--- config.mk ---
export PLATFORM = sky130hd
export DESIGN_NAME = sync_word_framer_crc8_bpsk
export DESIGN_NICKNAME = d
export VERILOG_FILES = /design/src/design/swf_pkg.sv /design/src/design/swf_front.sv /design/src/design/swf_queue.sv /design/src/design/swf_back.sv /design/src/design/sync_word_framer_crc8_bpsk.sv
export SDC_FILE = /design/constraint.sdc
export NUM_CORES = 1
export LEC_CHECK = 0
export BUFFER_PORTS_ARGS = -buffer_cell sky130_fd_sc_hd__buf_2
export CAP_MARGIN = 30
export CORE_MARGIN = 3
export CORE_UTILIZATION = 43
export DETAILED_ROUTE_END_ITERATION = 8
export GPL_TIMING_DRIVEN = 1
export PLACE_DENSITY = 0.69
export RECOVER_POWER = 25
export SYNTH_ARGS = -nofsm -noshare
export SYNTH_HDL_FRONTEND = slang
export SYNTH_SLANG_ARGS = --single-unit
--- constraint.sdc ---
create_clock -name clk -period 4.6 [get_ports clk]
set_clock_uncertainty 0.05 [all_clocks]
set_input_delay 0.46 -clock clk [delete_from_list [all_inputs] [get_ports clk]]
set_output_delay 0.46 -clock clk [all_outputs]
set_load 0.1 [all_outputs]
--- src/design/swf_pkg.sv ---
// Shared types and constants for the sync word framer.
package swf_pkg;

  localparam int AMP_W   = 15;
  localparam int SYNC_W  = 32;
  localparam int LEN_W   = 8;
  localparam int BYTE_W  = 8;
  localparam int CRC_W   = 8;
  localparam int LEVEL_W = 16;

  // CRC-8 generator polynomial x^8+x^2+x+1.
  localparam logic [CRC_W-1:0] CRC_POLY = 8'h07;

  // Register indexes of the configuration port.
  localparam logic [1:0] REG_AMPLITUDE     = 2'd0;
  localparam logic [1:0] REG_SYNC_WORD     = 2'd1;
  localparam logic [1:0] REG_PAYLOAD_BYTES = 2'd2;

  // Job handed from the front end to the serializer.
  typedef struct packed {
    logic [BYTE_W-1:0] byte_val;
    logic              send_sync;
    logic [SYNC_W-1:0] sync;
    logic              send_crc;
    logic [CRC_W-1:0]  crc;
  } swf_entry_t;

endpackage

--- src/design/swf_front.sv ---
// Front end: tracks frame position, runs the CRC and classifies each byte.
module swf_front import swf_pkg::*; (
  input  logic              clk,
  input  logic              rst,
  input  logic [SYNC_W-1:0] sync_pattern,
  input  logic [LEN_W-1:0]  payload_bytes,
  input  logic [BYTE_W-1:0] byte_value,
  input  logic              take,
  output swf_entry_t        entry
);

  localparam logic [LEN_W-1:0] MIN_LEN  = 8'd2;

  logic [LEN_W-1:0] pos;
  logic [CRC_W-1:0] crc;

  logic [LEN_W-1:0] len;
  logic [LEN_W-1:0] pos_inc;
  logic             first;
  logic             is_last;
  logic [CRC_W-1:0] crc_new;

  // Bitwise CRC-8, eight shift steps on one byte.
  function automatic logic [CRC_W-1:0] crc_byte(input logic [CRC_W-1:0] c,
                                                input logic [BYTE_W-1:0] b);
    logic [CRC_W-1:0] r;
    r = c ^ b;
    for (int i = 0; i < 8; i++) begin
      if (r[CRC_W-1]) r = (r << 1) ^ CRC_POLY;
      else r = r << 1;
    end
    return r;
  endfunction

  always_comb begin
    len     = (payload_bytes < MIN_LEN) ? MIN_LEN : payload_bytes;
    first   = (pos == '0);
    pos_inc = pos + 1'b1;
    is_last = (pos_inc >= len);
    crc_new = crc_byte(first ? '0 : crc, byte_value);

    entry.byte_val  = byte_value;
    entry.send_sync = first;
    entry.sync      = sync_pattern;
    entry.send_crc  = is_last;
    entry.crc       = crc_new;
  end

  always_ff @(posedge clk) begin
    if (rst) begin
      pos <= '0;
      crc <= '0;
    end else if (take) begin
      pos <= is_last ? '0 : pos_inc;
      crc <= is_last ? '0 : crc_new;
    end
  end

endmodule

--- src/design/swf_queue.sv ---
// Two-entry queue between the front end and the serializer.
module swf_queue import swf_pkg::*; (
  input  logic       clk,
  input  logic       rst,
  input  logic       push,
  input  swf_entry_t push_data,
  input  logic       pop,
  output swf_entry_t head,
  output logic       full,
  output logic       nonempty
);

  swf_entry_t slots [2];
  logic       wr_ptr;
  logic       rd_ptr;
  logic [1:0] count;
  logic       do_push;
  logic       do_pop;

  assign full     = (count == 2'd2);
  assign nonempty = (count != 2'd0);
  assign do_push  = push && !full;
  assign do_pop   = pop && nonempty;
  assign head     = slots[rd_ptr];

  always_ff @(posedge clk) begin
    if (do_push) slots[wr_ptr] <= push_data;
  end

  always_ff @(posedge clk) begin
    if (rst) begin
      wr_ptr <= 1'b0;
      rd_ptr <= 1'b0;
      count  <= 2'd0;
    end else begin
      if (do_push) wr_ptr <= wr_ptr + 1'b1;
      if (do_pop) rd_ptr <= rd_ptr + 1'b1;
      case ({do_push, do_pop})
        2'b10:   count <= count + 2'd1;
        2'b01:   count <= count - 2'd1;
        default: count <= count;
      endcase
    end
  end

endmodule

--- src/design/swf_back.sv ---
// Serializer: shifts out sync, data and CRC bits as BPSK symbols.
module swf_back import swf_pkg::*; (
  input  logic                      clk,
  input  logic                      rst,
  input  logic [AMP_W-1:0]          amplitude,
  input  swf_entry_t                head,
  input  logic                      head_valid,
  output logic                      pop,
  output logic signed [LEVEL_W-1:0] level,
  output logic                      symbol_bit,
  output logic                      frame_end,
  output logic                      last,
  output logic                      sym_valid,
  input  logic                      sym_ready
);

  localparam int SH_W = SYNC_W + BYTE_W + CRC_W;

  logic [SH_W-1:0] sh;
  logic [5:0]      rem;
  logic            has_crc;

  logic            out_free;
  logic            emit;
  logic            load;
  logic [SH_W-1:0] sh_load;
  logic [5:0]      rem_load;
  logic [LEVEL_W-1:0] mag;

  assign out_free = !sym_valid || sym_ready;
  assign emit     = (rem != 6'd0) && out_free;
  assign load     = head_valid && ((rem == 6'd0) || (emit && rem == 6'd1));
  assign pop      = load;
  assign mag      = {1'b0, amplitude};

  always_comb begin
    if (head.send_sync) sh_load = {head.sync, head.byte_val, head.crc};
    else sh_load = {head.byte_val, head.crc, {SYNC_W{1'b0}}};
    rem_load = 6'd8 + (head.send_sync ? 6'd32 : 6'd0) + (head.send_crc ? 6'd8 : 6'd0);
  end

  always_ff @(posedge clk) begin
    if (rst) begin
      rem       <= '0;
      sym_valid <= 1'b0;
    end else begin
      if (load) begin
        rem <= rem_load;
      end else if (emit) begin
        rem <= rem - 6'd1;
      end
      if (emit) sym_valid <= 1'b1;
      else if (sym_ready) sym_valid <= 1'b0;
    end
  end

  always_ff @(posedge clk) begin
    if (load) begin
      sh      <= sh_load;
      has_crc <= head.send_crc;
    end else if (emit) begin
      sh <= sh << 1;
    end
    if (emit) begin
      symbol_bit <= sh[SH_W-1];
      level      <= sh[SH_W-1] ? $signed(mag) : $signed(LEVEL_W'(0) - mag);
      last       <= (rem == 6'd1);
      frame_end  <= (rem == 6'd1) && has_crc;
    end
  end

endmodule

--- src/design/sync_word_framer_crc8_bpsk.sv ---
// Top level of the sync word framer with CRC-8 and BPSK symbol output.
//
// This block turns payload bytes into a serial BPSK symbol stream, one
// symbol per beat on the sym channel. The first byte of a frame is preceded
// by the 32-bit sync word, every byte goes out most significant bit first,
// and after the last payload byte the 8-bit CRC (polynomial 0x07, initial
// value zero) follows, with frame_end marking its final bit. Each symbol is
// +amplitude for a one and -amplitude for a zero, and last marks the final
// symbol caused by an input byte. A frame length below two is treated as
// two. The serializer emits one symbol per clock while it has bits to send
// and the receiver keeps up; a two-entry queue in front of the serializer
// lets the byte input run ahead while symbols drain. Configuration
// registers are written through cfg_we, cfg_index and cfg_data and should
// only be changed while the block is idle.
module sync_word_framer_crc8_bpsk import swf_pkg::*; (
  input  logic                      clk,
  input  logic                      rst,
  // Configuration write port.
  input  logic                      cfg_we,
  input  logic [1:0]                cfg_index,
  input  logic [SYNC_W-1:0]         cfg_data,
  // Byte input channel.
  input  logic                      byte_valid,
  output logic                      byte_ready,
  input  logic [BYTE_W-1:0]         byte_value,
  // Symbol output channel.
  output logic                      sym_valid,
  input  logic                      sym_ready,
  output logic signed [LEVEL_W-1:0] level,
  output logic                      symbol_bit,
  output logic                      frame_end,
  output logic                      last
);

  logic [AMP_W-1:0]  amplitude;
  logic [SYNC_W-1:0] sync_pattern;
  logic [LEN_W-1:0]  payload_bytes;

  swf_entry_t front_entry;
  swf_entry_t head;
  logic       q_full;
  logic       q_nonempty;
  logic       q_pop;
  logic       take;

  // Configuration registers; writes to the unused index are dropped.
  always_ff @(posedge clk) begin
    if (rst) begin
      amplitude     <= AMP_W'(15000);
      sync_pattern  <= 32'h1ACF_FC1D;
      payload_bytes <= LEN_W'(63);
    end else if (cfg_we) begin
      case (cfg_index)
        REG_AMPLITUDE:     amplitude     <= cfg_data[AMP_W-1:0];
        REG_SYNC_WORD:     sync_pattern  <= cfg_data;
        REG_PAYLOAD_BYTES: payload_bytes <= cfg_data[LEN_W-1:0];
        default: ;
      endcase
    end
  end

  // A byte is taken whenever the queue has room for its entry.
  assign byte_ready = !q_full;
  assign take       = byte_valid && byte_ready;

  swf_front u_front (
    .clk           (clk),
    .rst           (rst),
    .sync_pattern  (sync_pattern),
    .payload_bytes (payload_bytes),
    .byte_value    (byte_value),
    .take          (take),
    .entry         (front_entry)
  );

  swf_queue u_queue (
    .clk       (clk),
    .rst       (rst),
    .push      (take),
    .push_data (front_entry),
    .pop       (q_pop),
    .head      (head),
    .full      (q_full),
    .nonempty  (q_nonempty)
  );

  // The serializer reloads from the queue in the same cycle that it sends
  // the final symbol of the previous byte, so the stream has no gaps while the queue holds the next byte.
  swf_back u_back (
    .clk        (clk),
    .rst        (rst),
    .amplitude  (amplitude),
    .head       (head),
    .head_valid (q_nonempty),
    .pop        (q_pop),
    .level      (level),
    .symbol_bit (symbol_bit),
    .frame_end  (frame_end),
    .last       (last),
    .sym_valid  (sym_valid),
    .sym_ready  (sym_ready)
  );

endmodule

Yosys cells after proc, flatten, opt, wreduce, memory -nomap -nowiden:

Memories as Yosys holds them, arrays and structs flattened. A register that Yosys moved wholly into a read port is not among the register bits.
Index checks and enable logic that the tools add are counted.

* flip-flop bits (word level): 150
* memory bits (writable): 100
* input port bits: 47
* output and inout port bits: 21
* word-level logic and storage cells: 93
* memories kept: 1

Memory list
* u_queue.slots: depth 2, bits a word 50, rd ports 1, clocked after memory_dff 1, write ports 1, RTL line swf_queue.sv:13 `swf_entry_t slots [2];`

* $add $sub $neg: 9
* $lt $le $gt $ge: 2
* equal/unequal tests: 6
* mux-type cells: 27
* bitwise gates (word level): 9
* reductions and logical operators: 22

Operator list (count)
* 48-bit two-way mux: 3
* 8-bit two-way mux: 4
* 3-bit two-way mux: 8
* 3-bit NOT: 8
* 6-bit two-way mux: 3
* 1-bit by 15-bit subtractor with 16-bit output (first input constant): 1
* 15-bit two-way mux: 1
* 8-bit by 1-bit adder with 8-bit output (second input constant): 1
* 8-bit >= comparator: 1
* 8-bit zero test: 1
* 8-bit by 2-bit < comparator with 1-bit output (second input constant): 1
* 2-bit nonzero test: 4
* 8-bit XOR: 1
* 1-bit logical AND: 7
* 4-bit by 6-bit adder with 6-bit output (first input constant): 1
* 6-bit adder: 1
* 2-bit == test (second input constant): 3
* 6-bit by 1-bit == test with 1-bit output (second input constant): 1
* 6-bit zero test: 1
* 1-bit two-way mux: 6
* 2-bit AND reduction: 3
* 6-bit nonzero test: 1
* 6-bit by 1-bit subtractor with 6-bit output (second input constant): 1
* 2-bit by 1-bit == test with 1-bit output (second input constant): 2
* other kinds (8): 11

Longest topological paths before layout:

* depth after elaboration: 20
* mapped depth: 10

Modules after synthesis:

Synthesis repeated with hierarchy kept, for this count alone.

* cells, all modules: 927
* area total of the unflattened synthesis: 11285.8 µm²

Modules (own cells, without submodules)
* swf_queue: instances 1, cells each 182, area each 3821.2 µm²
* swf_back: instances 1, cells each 330, area each 3642.2 µm²
* sync_word_framer_crc8_bpsk: instances 1, cells each 228, area each 2252.2 µm²
* swf_front: instances 1, cells each 187, area each 1570.3 µm²

Worst setup path after synthesis:

Ideal clock, no wire load.

* kind: register to register
* from: reg u_queue.count[0]
* to: mem u_queue.slots[0][0] in the netlist's numbering, enable pin
* library setup time: 458 ps
* arrival time: 3958 ps
* path slack: 134 ps
* stages on the path, launching flop included: 6
* path buffers: 1
* period minus slack after synthesis: 4466 ps
* cell sequence: dfxtp_1 nand2b_1 and2_1 clkinv_1 buf_1 nor2_1

* longest elaborated chain between the ends: 6

RTL lines
* start, declared: RTL line swf_queue.sv:16 `logic [1:0] count;`
* start signal, assigned: RTL line swf_queue.sv:39 `2'b10: count <= count + 2'd1;`
* start signal, assigned: RTL line swf_queue.sv:40 `2'b01: count <= count - 2'd1;`
* start signal, assigned: RTL line swf_queue.sv:41 `default: count <= count;`
* 2-bit == test (*): RTL line swf_queue.sv:20 `assign full = (count == 2'd2);`
* 1-bit zero test (*): RTL line sync_word_framer_crc8_bpsk.sv:63 `assign byte_ready = !q_full;`
* via byte_ready: RTL line sync_word_framer_crc8_bpsk.sv:24 `output logic byte_ready,`
* 1-bit logical AND: RTL line sync_word_framer_crc8_bpsk.sv:64 `assign take = byte_valid && byte_ready;`
* 1-bit logical AND (*): RTL line swf_queue.sv:22 `assign do_push = push && !full;`
* 1-bit two-way mux (*): RTL line swf_queue.sv:27 `if (do_push) slots[wr_ptr] <= push_data;`
* 1-bit two-way mux (implied by the code) (*): RTL line swf_queue.sv:27
* end, declared: RTL line swf_queue.sv:13

The timed path passes the listed nets; every way through them passes the cells marked *.

Worst setup path after layout:

* from: reg u_back.rem[2]
* to: reg u_back.sh[40], enable pin

* longest elaborated chain between the ends: 6

RTL lines
* start, declared: RTL line swf_back.sv:20 `logic [5:0] rem;`
* start signal, assigned: RTL line swf_back.sv:48 `rem <= rem_load;`
* start signal, assigned: RTL line swf_back.sv:50 `rem <= rem - 6'd1;`
* 6-bit nonzero test: RTL line swf_back.sv:31 `assign emit = (rem != 6'd0) && out_free;`
* 1-bit logical AND: RTL line swf_back.sv:31
* 1-bit logical AND: RTL line swf_back.sv:32 `assign load = head_valid && ((rem == 6'd0) || (emit && rem == 6'd1));`
* 1-bit logical OR: RTL line swf_back.sv:32
* 1-bit logical AND: RTL line swf_back.sv:32
* 2-bit nonzero test (no line) (*)
* end signal, assigned: RTL line swf_back.sv:59 `sh <= sh_load;`
* end signal, assigned: RTL line swf_back.sv:62 `sh <= sh << 1;`
* end, declared: RTL line swf_back.sv:19 `logic [SH_W-1:0] sh;`

Mark *: on every way between the ends. The rest lies on a longest branch, timed or not.
A chain may end at the register's enable or synchronous reset.

==> load_flow_metrics.sql <==
INSERT INTO impl_metrics (metric_group, metric, value, unit) VALUES
('yosys', 'postSynthCellCount', '896', ''),
('layout', 'layout_common_cells', 'sky130_fd_sc_hd__edfxtp_1, sky130_fd_sc_hd__nand2_1, sky130_fd_sc_hd__dfxtp_1', ''),
('global_routing', 'grt_resource_usage_total', '0.1610', ''),
('timing', 'layout_worst_path_cycle_share', '0.6937', ''),
('placed_design', 'post-place-ws', '1794', 'ps'),
('layout', 'layout.core_utilization', '0.5046', ''),
('yosys', 'yosys_register_bits', '251', ''),
('drt', 'vias_per_inst', '5.255', ''),
('worst_setup_path', 'worst-r2r-setup-slack', '1410', 'ps'),
('placed_design', 'placed_cell_area', '11240', 'µm²'),
('yosys', 'synth_enable_flop_cells', '168', ''),
('floorplanning', 'initial_core_util', '0.4449', ''),
('yosys', 'synth_sequential_area_ratio', '0.6327', ''),
('placed_design', 'gp_congestion', '0.8072', ''),
('global_routing', 'grt_max_degree', '100', ''),
('clock_tree', 'numCtsBuffers', '24', ''),
('power_and_ir_drop', 'power.static_leakage', '4.502', 'nW'),
('yosys', 'yosysWarningCount', '0', ''),
('timing', 'rsz0062_at_grt', 'false', ''),
('layout', 'n_antenna_cell', '0', ''),
('yosys', 'netlist-cell-type-count', '48', ''),
('drt', 'routed_wl', '21440', 'µm'),
('timing', 'final_period_minus_worst_setup_slack', '3191', 'ps'),
('clock_tree', 'tritoncts', 'yes', ''),
('timing', 'setup_viol_count_final', '0', ''),
('outcome', 'run_status', 'complete, but fails checks', ''),
('clock_tree', 'cts.hold.buffers_added', '0', ''),
('placed_design', 'dp.final_hpwl', '13760', 'µm'),
('clock_tree', 'cts_setup_buffers', '0', ''),
('layout', 'finish.instance_area', '12020', 'µm²'),
('layout', 'fraction_of_final_layout_cells_sized_beyond_drive_strength_1', '0.1414', ''),
('drt', 'postRouteAntennaNets', '0', ''),
('layout', 'synthesis_to_finish_area_growth', '13.42', '%'),
('timing', 'final_hold_viol_count', '0', ''),
('clock_tree', 'insertion_delay_of_the_later_clocked_pin_in_the_worst_skew_pair', '500', 'ps'),
('drt', 'first_iter_violations', '534', ''),
('min_path', 'min-delay-start', 'cfg_data[27]', ''),
('power_and_ir_drop', 'p_seq_frac', '0.435', ''),
('floorplanning', 'rows', '56', ''),
('timing', 'postLayoutSetupSlackWorst', '1409', 'ps'),
('floorplanning', 'dieArea', '26570', 'µm²'),
('clock_tree', 'clock_tree.buffer_depth', '3', ''),
('yosys', 'synthArstFlopShare', '0', ''),
('layout', 'finalNonFillerCells', '1288', ''),
('worst_setup_path', 'timing.critical_path.to_type', 'flop', ''),
('worst_setup_path', 'crit_fanout', '27', ''),
('min_path', 'min-delay-path-class', 'in2reg', ''),
('layout', 'layout.cells.most_common', 'sky130_fd_sc_hd__edfxtp_1', ''),
('floorplanning', 'pin_count', '68', ''),
('flow_run', 'drv_cap', '1', ''),
('outcome', 'violations_in_the_final_reports', 'max-capacitance violations, max-slew violations', ''),
('global_routing', 'globalRouteOverflowTotal', '0', ''),
('worst_setup_path', 'worstSetupPathType', 'reg2reg', ''),
('min_path', 'hold-path-cell-count', '3', ''),
('timing', 'slew_viol_final', '33', ''),
('clock_tree', 'clkSinkCount', '251', ''),
('power_and_ir_drop', 'pwr_density_cell', '658.4', 'nW/µm²'),
('power_and_ir_drop', 'logic_gate_share_of_total_power', '0.312', ''),
('worst_setup_path', 'regToRegStartpoint', 'u_back.rem[2]', ''),
('yosys', 'yosys-top-cells-area', 'sky130_fd_sc_hd__edfxtp_1, sky130_fd_sc_hd__dfxtp_1, sky130_fd_sc_hd__nand2_1, sky130_fd_sc_hd__mux2i_1, sky130_fd_sc_hd__a21oi_1', ''),
('clock_tree', 'ctsHtreeMaxLevel', '1', ''),
('clock_tree', 'cts.reportedPaths.clkPinSlew', '60', 'ps'),
('worst_setup_path', 'ff2ff_path_depth', '6', ''),
('timing', 'clock.fmax', '0.3134', 'GHz'),
('yosys', 'netlist_area_before_placement', '10600', 'µm²'),
('drt', 'vias', '6768', ''),
('floorplanning', 'core_region_area', '23820', 'µm²'),
('global_routing', 'grt_antenna_before_repair', '0', ''),
('power_and_ir_drop', 'swShare', '0.3557', ''),
('timing', 'slew_headroom', '-0.1144', ''),
('clock_tree', 'postCtsResizedCells', '0', '');
## layer usage
layer | share of wire | global-route usage | wire length, µm
met1 | 0.46 | 0.2259 | 9843
met2 | 0.47 | 0.2613 | 10140
met3 | 0.043 | 0.02263 | 932
met4 | 0.024 | 0.04921 | 522
met5 | 0 | 0 | 0
## critical path, stage by stage, from the launching register on
cell and delay (ps):
sky130_fd_sc_hd__dfxtp_1 360, sky130_fd_sc_hd__nor4_1 780, sky130_fd_sc_hd__o21ai_0 180, sky130_fd_sc_hd__or2_2 350, sky130_fd_sc_hd__inv_2 170, sky130_fd_sc_hd__or2_2 510, sky130_fd_sc_hd__buf_4 440
## power by group through the flow
stage / combinational (mW) / clock, mW / sequential [mW]
after floorplan: 1.37 / 0 / 4.06
after CTS: 2.51 / 2.04 / 3.45
after global routing: 2.70 / 2.14 / 3.50
after detailed placement: 2.50 / 0 / 3.50
final: 2.47 / 2.00 / 3.45
after global placement: 2.45 / 0 / 3.47
## registers in the layout, summed over array words and instances (netlist names), 8 cells and up, named ones only
| register | cells |
|---|---|
| amplitude | 15 |
| u_back.sh | 48 |
| u_queue.slots | 100 |
| u_back.level | 16 |
| sync_pattern | 32 |
| u_front.crc | 8 |
| payload_bytes | 8 |
| u_front.pos | 8 |
## logic make-up after synthesis
family / after synthesis / synth area share
flip-flops: 251 / 0.6327
adder cells (fa/ha/maj): 15 / 0.01771
multiplexers: 67 / 0.06540
AO/OA/AOI/OAI: 136 / 0.08028
AND/OR/NAND/NOR: 297 / 0.1260
XOR/XNOR: 61 / 0.05182
buffers and inverters: 69 / 0.02609
## through the flow
stage	hold WS (ps)	power [mW]
floorplan	375.4	5.426
global placement	381.8	5.925
detailed placement	388.5	5.995
CTS	102.4	7.998
global route	116.5	8.344
finish	115.9	7.915
## synth_stat cells, drive strengths merged, types with 5 or more instances
master / count
edfxtp: 168
nand2: 163
dfxtp: 83
a21oi: 59
mux2i: 49
nor2: 46
nand3: 41
clkbuf: 39
xnor2: 34
o31ai: 31
xor2: 27
o21ai: 20
inv: 18
mux2: 18
ha: 15
buf: 11
nor3: 11
a32o: 8
a31oi: 5
and3: 5
o211ai: 5
## final cells by class
class,instances,area (µm²),share of cell area
flip-flops and latches,251,6708,0.5580
multi-input cells,576,3622,0.3013
clock buffers,33,685.7,0.05704
repair buffers,79,409.1,0.03403
well taps,319,399.1,0.03320
clock inverters,11,126.4,0.01051
inverters,19,71.32,0.005933
## how the worst max path moves through the flow
stage	from	endpoint
after floorplan	u_queue.count[0]	u_queue.slots[0][0]
after global placement	u_back.rem[2]	u_back.sh[36]
after detailed placement	u_back.rem[2]	u_back.sh[18]
after CTS	u_back.rem[2]	u_back.sh[39]
after global routing	u_back.rem[2]	u_back.sh[39]
final	u_back.rem[2]	u_back.sh[40]
Note: power is estimated with default switching activity, not from simulation.
